--- config.mk ---
export PLATFORM = sky130hd
export DESIGN_NAME = string_hash_three_lane_mix
export DESIGN_NICKNAME = d
export VERILOG_FILES = /design/src/rtl/shmix_pkg.sv /design/src/rtl/shmix_absorb.sv /design/src/rtl/shmix_final.sv /design/src/rtl/string_hash_three_lane_mix.sv
export SDC_FILE = /design/constraint.sdc
export NUM_CORES = 2
export LEC_CHECK = 0
export BUFFER_PORTS_ARGS = -buffer_cell sky130_fd_sc_hd__buf_4
export CORE_ASPECT_RATIO = 0.8
export CORE_MARGIN = 4
export CORE_UTILIZATION = 38
export CTS_BUF_LIST = sky130_fd_sc_hd__clkbuf_8
export CTS_CLUSTER_SIZE = 30
export DETAILED_ROUTE_END_ITERATION = 8
export PLACE_DENSITY = 0.59
export SLEW_MARGIN = 20
export SYNTH_ARGS = -nofsm -noshare
export SYNTH_HDL_FRONTEND = slang
export SYNTH_SLANG_ARGS = --single-unit
--- constraint.sdc ---
create_clock -name clk_i -period 30.8 [get_ports clk_i]
set_input_delay 4.62 -clock clk_i [delete_from_list [all_inputs] [get_ports clk_i]]
set_output_delay 4.62 -clock clk_i [all_outputs]
set_load 0.01 [all_outputs]
--- src/rtl/shmix_pkg.sv ---
// Shared types, constants and lane functions for the three-lane string hash.
`default_nettype none
package shmix_pkg;

  localparam int unsigned WordW = 32;
  localparam int unsigned CharW = 8;
  localparam int unsigned FillW = 2;

  localparam logic [WordW-1:0] SeedBase = 32'hdeadbeef;

  // Fill count at which the current group is full
  localparam logic [FillW-1:0] FillFull = 2'd3;

  typedef struct packed {
    logic [WordW-1:0] a;
    logic [WordW-1:0] b;
    logic [WordW-1:0] c;
  } lanes_t;

  // Lanes after absorbing the last character, and whether final must run
  typedef struct packed {
    lanes_t lanes;
    logic   do_final;
  } snap_t;

  function automatic logic [WordW-1:0] rotl(input logic [WordW-1:0] x,
                                            input int unsigned k);
    return (x << k) | (x >> (WordW - k));
  endfunction

  // Reversible mix of a full group into the lanes
  function automatic lanes_t lanes_mix(input lanes_t l);
    logic [WordW-1:0] a, b, c;
    lanes_t r;
    a = l.a; b = l.b; c = l.c;
    a = a - c; a = a ^ rotl(c, 4);  c = c + b;
    b = b - a; b = b ^ rotl(a, 6);  a = a + c;
    c = c - b; c = c ^ rotl(b, 8);  b = b + a;
    a = a - c; a = a ^ rotl(c, 16); c = c + b;
    b = b - a; b = b ^ rotl(a, 19); a = a + c;
    c = c - b; c = c ^ rotl(b, 4);  b = b + a;
    r.a = a; r.b = b; r.c = c;
    return r;
  endfunction

  // Final avalanche; only lane c is reported
  function automatic logic [WordW-1:0] lanes_final_c(input lanes_t l);
    logic [WordW-1:0] a, b, c;
    a = l.a; b = l.b; c = l.c;
    c = c ^ b; c = c - rotl(b, 14);
    a = a ^ c; a = a - rotl(c, 11);
    b = b ^ a; b = b - rotl(a, 25);
    c = c ^ b; c = c - rotl(b, 16);
    a = a ^ c; a = a - rotl(c, 4);
    b = b ^ a; b = b - rotl(a, 14);
    c = c ^ b; c = c - rotl(b, 24);
    return c;
  endfunction

endpackage
`default_nettype wire

--- src/rtl/shmix_absorb.sv ---
// Lane state: seeding, group mixing and character absorption.
`default_nettype none
module shmix_absorb (
  input  wire logic                                clk_i,
  input  wire logic                                rst_ni,
  input  wire logic                                take_i,
  input  wire logic signed [shmix_pkg::CharW-1:0]  ch_i,
  input  wire logic [shmix_pkg::WordW-1:0]         string_length_i,
  input  wire logic                                last_i,
  input  wire logic                                no_char_i,
  output shmix_pkg::snap_t                         snap_o
);

  shmix_pkg::lanes_t                  lanes_q, lanes_d;
  shmix_pkg::lanes_t                  base, mixed;
  logic [shmix_pkg::FillW-1:0]        fill_q, fill_d, fill_base, fill_new;
  logic                               in_string_q, in_string_d;
  logic [shmix_pkg::WordW-1:0]        seed, word;

  // Seed from the sampled length, sign-extended character word
  assign seed = shmix_pkg::SeedBase +
                {string_length_i[shmix_pkg::WordW-3:0], 2'b00};
  assign word = {{(shmix_pkg::WordW-shmix_pkg::CharW){ch_i[shmix_pkg::CharW-1]}}, ch_i};
  assign mixed = shmix_pkg::lanes_mix(base);

  // Absorb one transaction into the lanes
  always_comb begin
    if (in_string_q) begin
      base      = lanes_q;
      fill_base = fill_q;
    end else begin
      base.a    = seed;
      base.b    = seed;
      base.c    = seed;
      fill_base = '0;
    end
    lanes_d  = base;
    fill_new = fill_base;
    if (!no_char_i) begin
      unique case (fill_base)
        2'd0: begin
          lanes_d.a = base.a + word;
          fill_new  = 2'd1;
        end
        2'd1: begin
          lanes_d.b = base.b + word;
          fill_new  = 2'd2;
        end
        2'd2: begin
          lanes_d.c = base.c + word;
          fill_new  = shmix_pkg::FillFull;
        end
        default: begin
          // full group followed by another character: mix first
          lanes_d   = mixed;
          lanes_d.a = mixed.a + word;
          fill_new  = 2'd1;
        end
      endcase
    end
    fill_d      = last_i ? '0 : fill_new;
    in_string_d = !last_i;
  end

  assign snap_o.lanes    = lanes_d;
  assign snap_o.do_final = (fill_new != '0);

  // Control state and lane registers
  always_ff @(posedge clk_i or negedge rst_ni) begin
    if (!rst_ni) begin
      fill_q      <= '0;
      in_string_q <= 1'b0;
      lanes_q     <= '0;
    end else if (take_i) begin
      fill_q      <= fill_d;
      in_string_q <= in_string_d;
      lanes_q     <= lanes_d;
    end
  end

endmodule
`default_nettype wire

--- src/rtl/shmix_final.sv ---
// Result path: snapshot register, final avalanche and output register.
`default_nettype none
module shmix_final (
  input  wire logic                         clk_i,
  input  wire logic                         rst_ni,
  input  wire logic                         load_i,
  input  wire shmix_pkg::snap_t             snap_i,
  output logic                              free_o,
  output logic                              out_valid_o,
  input  wire logic                         out_ready_i,
  output logic [shmix_pkg::WordW-1:0]       hash_o
);

  shmix_pkg::snap_t             snap_q;
  logic                         snap_valid_q, snap_valid_d;
  logic                         out_valid_q, out_valid_d;
  logic [shmix_pkg::WordW-1:0]  hash_q, hash_d;
  logic                         out_free, snap_adv;

  // Stage movement
  assign out_free     = !out_valid_q || out_ready_i;
  assign snap_adv     = snap_valid_q && out_free;
  assign free_o       = !snap_valid_q || out_free;
  assign snap_valid_d = load_i || (snap_valid_q && !snap_adv);
  assign out_valid_d  = snap_adv || (out_valid_q && !out_ready_i);
  assign hash_d       = snap_q.do_final ? shmix_pkg::lanes_final_c(snap_q.lanes)
                                        : snap_q.lanes.c;

  always_ff @(posedge clk_i or negedge rst_ni) begin
    if (!rst_ni) begin
      snap_valid_q <= 1'b0;
      out_valid_q  <= 1'b0;
    end else begin
      snap_valid_q <= snap_valid_d;
      out_valid_q  <= out_valid_d;
    end
  end

  // Payload registers
  always_ff @(posedge clk_i) begin
    if (load_i) begin
      snap_q <= snap_i;
    end
    if (snap_adv) begin
      hash_q <= hash_d;
    end
  end

  assign out_valid_o = out_valid_q;
  assign hash_o      = hash_q;

endmodule
`default_nettype wire

--- src/rtl/string_hash_three_lane_mix.sv ---
// Top level of the streaming three-lane string hash.
// Throughput: one character transaction per cycle, sustained while input ready is high.
// Result path: after the last character is taken, the hash passes through the
//   snapshot register and then the final-avalanche output register.
// Input ready falls only while both of those registers hold untaken results.
// Reset (asynchronous, active low) clears the string state and drops all valids.
`default_nettype none
module string_hash_three_lane_mix (
  input  wire logic                                clk_i,
  input  wire logic                                rst_ni,
  input  wire logic                                in_valid_i,
  output logic                                     in_ready_o,
  input  wire logic signed [shmix_pkg::CharW-1:0]  ch_i,
  input  wire logic [shmix_pkg::WordW-1:0]         string_length_i,
  input  wire logic                                last_i,
  input  wire logic                                no_char_i,
  output logic                                     out_valid_o,
  input  wire logic                                out_ready_i,
  output logic [shmix_pkg::WordW-1:0]              hash_o
);

  logic             take, free;
  shmix_pkg::snap_t snap;

  assign in_ready_o = free;
  assign take       = in_valid_i && free;

  shmix_absorb u_absorb (
    .clk_i           (clk_i),
    .rst_ni          (rst_ni),
    .take_i          (take),
    .ch_i            (ch_i),
    .string_length_i (string_length_i),
    .last_i          (last_i),
    .no_char_i       (no_char_i),
    .snap_o          (snap)
  );

  shmix_final u_final (
    .clk_i       (clk_i),
    .rst_ni      (rst_ni),
    .load_i      (take && last_i),
    .snap_i      (snap),
    .free_o      (free),
    .out_valid_o (out_valid_o),
    .out_ready_i (out_ready_i),
    .hash_o      (hash_o)
  );

  // Back-pressure only while a result is held at the output
  a_ready_only_when_held: assert property (@(posedge clk_i) disable iff (!rst_ni)
    !in_ready_o |-> (out_valid_o && !out_ready_i))
    else $error("input stalled without a held result");

  // A string-ending transaction is always followed by a valid output, after the snapshot and output registers
  a_result_follows_last: assert property (@(posedge clk_i) disable iff (!rst_ni)
    (in_valid_i && in_ready_o && last_i) |=> ##1 out_valid_o)
    else $error("no result after the last character");

endmodule
`default_nettype wire

==> impl_metrics.sql <==
INSERT INTO impl_metrics (metric_group, metric, value, unit) VALUES
('run_status', 'run_status', 'complete, no violations', ''),
('synthesis', 'synth.distinct_cells', '131', ''),
('timing', 'timing_max_transition_violations_final', '0', ''),
('worst_setup_path', 'max_stage_delay', '0.89', 'ns'),
('timing', 'final.min_clock_period', '28.03', 'ns'),
('timing', 'setup_tns', '0', 'ns'),
('die', 'core_area', '124000', 'um2'),
('clock_network', 'cts.repair_timing.setup_buffer_count', '0', ''),
('worst_setup_path', 'cp_num_buf_inv', '6', ''),
('die', 'fp.dieArea', '131000', 'um2'),
('clock_network', 'total_clock_buffers_created_by_cts', '38', ''),
('die', 'die_w', '404', 'um'),
('clock_network', 'tritoncts_clock_tree', 'built', ''),
('synthesis', 'syn_avg_cell_area', '7.86', 'um2'),
('drt', 'antenna_left', '0', ''),
('die', 'num_rows', '115', ''),
('die', 'pin_count', '80', ''),
('timing', 'fin_skew', '0.0748', 'ns'),
('global_route', 'grt_max_degree', '73', ''),
('final_layout', 'post-route-cell-area', '51400', 'um2'),
('clock_network', 'clk_latency', '0.68', 'ns'),
('worst_setup_path', 'cpLargestDelayFamily', 'compound AO/OA/AOI/OAI gates', ''),
('timing', 'relSlewSlack', '15.8', '%'),
('drt', 'detailedRoute.firstPassIterationCount', '6', ''),
('clock_network', 'clk_root_buffer_cell', 'clkbuf_8', ''),
('global_route', 'first_global_vias', '40900', ''),
('worst_setup_path', 'worstPathRequired', '31.36', 'ns'),
('job', 'cap_viol_max_count', '0', ''),
('die', 'initial_utilization', '38.5', '%'),
('synthesis', 'ys_warn_count', '0', ''),
('drt', 'detailroute.via_count', '45500', ''),
('worst_setup_path', 'critPathMostFrequentCell', 'o21ai_0', ''),
('final_layout', 'flow.area_growth_from_synthesis', '7.84', '%'),
('worst_setup_path', 'timing.critical_path.slowest_stage_cell', 'xnor2_1', ''),
('global_route', 'grt_usage', '30.5', '%'),
('place', 'port_buffers', '77', ''),
('timing', 'final.setup.worst_slack', '2.77', 'ns'),
('drt', 'met3_length', '31200', 'um'),
('drt', 'drt-initial-drc-count', '5411', ''),
('timing', 'setup_viol_count_final', '0', ''),
('drt', 'avgViaCountPerCell', '5.82', ''),
('final_layout', 'fillers', '12800', ''),
('worst_hold_path', 'worstHoldPathType', 'register to register', ''),
('synthesis', 'number_of_flops_mapped_to_enable_cells_by_yosys', '129', ''),
('drt', 'wl', '209000', 'um'),
('worst_setup_path', 'crit_path_max_fanout', '4', ''),
('final_layout', 'drive_gt1_share', '7.17', '%'),
('die', 'die_h', '325', 'um'),
('synthesis', 'synth_async_sr_flop_share', '43.9', '%'),
('synthesis', 'synth_seq_area_share', '13.4', '%'),
('place', 'dp_wirelength', '181000', 'um'),
('synthesis', 'synth-main-ff-cell', 'edfxtp_1', ''),
('timing', 'rsz0062_at_grt', 'false', ''),
('global_route', 'globalRoute.totalOverflow', '0', ''),
('global_route', 'antenna_found_initial', '16', ''),
('place', 'place_congestion', '1.10', ''),
('clock_network', 'cts_sinks', '230', ''),
('worst_setup_path', 'timing_worst_setup_path_type', 'input pin to register', ''),
('worst_setup_path', 'startpoint_type', 'input pin', ''),
('drt', 'detailroute.wirelength.met2', '73200', 'um'),
('place', 'post_dp_cell_area', '50500', 'um2'),
('synthesis', 'netlist_area', '47600', 'um2'),
('timing', 'post-route-period-util', '91.0', '%'),
('clock_network', 'ctsResizeCount', '0', ''),
('place', 'place_worst_setup_slack', '3.37', 'ns'),
('drt', 'top_layer', 'met5', ''),
('synthesis', 'synthesis.instances', '6058', ''),
('timing', 'max_slew.worst_pin.slew', '1.25', 'ns'),
('worst_setup_path', 'arrival', '28.59', 'ns'),
('drt', 'wirelength_met1', '102000', 'um'),
('timing', 'timing_hold_violations_final', '0', ''),
('timing', 'whs', '0.468', 'ns'),
('synthesis', 'ys_ff_latch', '230', ''),
('worst_setup_path', 'worstSetupEndpointType', 'register', ''),
('global_route', 'grt_first_pass_wirelength', '291000', 'um'),
('final_layout', 'finalNetCount', '6878', ''),
('clock_network', 'clock_path_buffers', '3', ''),
('clock_network', 'worst_setup_hold_path_clk_slew', '0.08', 'ns'),
('drt', 'routed_wire_length_per_instance', '26.8', 'um'),
('drt', 'post-route-drc-count', '0', ''),
('synthesis', 'mappedNetlistNets', '6800', ''),
('clock_network', 'htree_num_levels', '2', ''),
('timing', 'max_clock_freq', '0.0357', 'GHz'),
('clock_network', 'postCtsHoldBufs', '0', '');
## path summary, 6_finish.rpt
check / end / cells after the start / slack (ns) / from
worst max register to register: u_final.hash_o[26] / 93 / 3.46 / u_final.snap_q[54]
max in group asynchronous: u_absorb.in_string_q / 2 / 25.37 / rst_ni
worst max-delay path: u_absorb.lanes_q[31] / 102 / 2.77 / string_length_i[0]
worst min-delay path: u_absorb.lanes_q[32] / 2 / 0.47 / u_absorb.lanes_q[32]
worst min register to register: u_absorb.lanes_q[32] / 2 / 0.47 / u_absorb.lanes_q[32]
min in group asynchronous: u_final.snap_valid_q / 1 / 3.95 / rst_ni
## layout by cell type, fill, tap and decap left out, types with 14 or more instances in the layout
master,n
nand4_1,37
nor4_1,20
xnor3_1,31
nor3_1,77
nand3_1,56
a22oi_1,40
a21boi_0,108
and3_1,29
o21a_1,63
and2_1,26
o21ai_1,14
dfrtp_1,100
o21bai_1,209
buf_4,163
nand2b_1,57
or3_1,32
o211ai_1,20
nor2_1,349
o31ai_1,17
fa_1,21
edfxtp_1,129
o21ai_0,314
nand2_1,433
ha_1,673
a31oi_1,19
xnor2_2,16
mux2_2,95
a21o_1,245
nor2b_1,50
xor2_1,251
or2_2,20
o2bb2ai_1,17
o22ai_1,26
inv_1,750
xnor2_1,723
a211oi_1,27
clkbuf_8,44
a21oi_1,555
## tightest hold or removal path, delay by kind of cell, from the launching register on
kind          cells  cell delay, ns
flops             1            0.34
simple gates      2            0.10
## layout make-up
class | count | area (um2) | share of cell area (%)
Antenna cell | 10 | 25.0 | 0.0487
Clock buffer | 44 | 606 | 1.18
Clock inverter | 26 | 214 | 0.416
Inverter | 745 | 2800 | 5.45
Multi-Input combinational cell | 4958 | 38100 | 74.1
Sequential cell | 230 | 6400 | 12.5
Tap cell | 1638 | 2050 | 3.99
Timing Repair Buffer | 163 | 1220 | 2.38
## sequential cells by signal, indices dropped and copies added, names as in the netlist
signal / count
u_final.hash_o: 32
u_absorb.in_string_q: 1
u_final.snap_q: 97
u_final.out_valid_o: 1
u_absorb.fill_q: 2
u_absorb.lanes_q: 96
u_final.snap_valid_q: 1
## per-stage QoR
stage / util [%] / instances
CTS: 41.4 / 7804
detailed placement: 40.8 / 7734
global route: 41.5 / 7804
global placement: 40.8 / 7734
finish: 41.5 / 7814
floorplan: - / 6058
## cell usage after synthesis (108+ instances only)
cell      instances  area share [%]
o21bai_1        209             3.3
nor2_1          351             2.8
a21o_1          245             3.9
xnor2_1         732              13
inv_1           742             5.8
a21boi_0        108             1.7
xor2_1          252             4.6
ha_1            675              18
a21oi_1         556             5.8
edfxtp_1        129             8.1
o21ai_0         314             3.3
nand2_1         434             3.4
## kinds of logic after synthesis
group / after synthesis / synth area share (%)
multiplexers: 106 / 2.50
AO/OA/AOI/OAI: 1855 / 25.7
XOR/XNOR: 1032 / 20.3
AND/OR/NAND/NOR: 1266 / 12.6
flip-flops: 230 / 13.4
adder cells (fa/ha/maj): 699 / 18.7
buffers and inverters: 870 / 6.90
## per-layer routing
| metal | track usage (%) | vias up |
|---|---|---|
| met5 | 0.585 | - |
| met4 | 3.11 | 4 |
| met3 | 14.8 | 153 |
| met2 | 37.8 | 2064 |
| met1 | 47.2 | 21900 |
| li1 | - | 21400 |
Power is not shown: default switching activity piles up to over one toggle a cycle in this logic, so the estimate is an artifact.
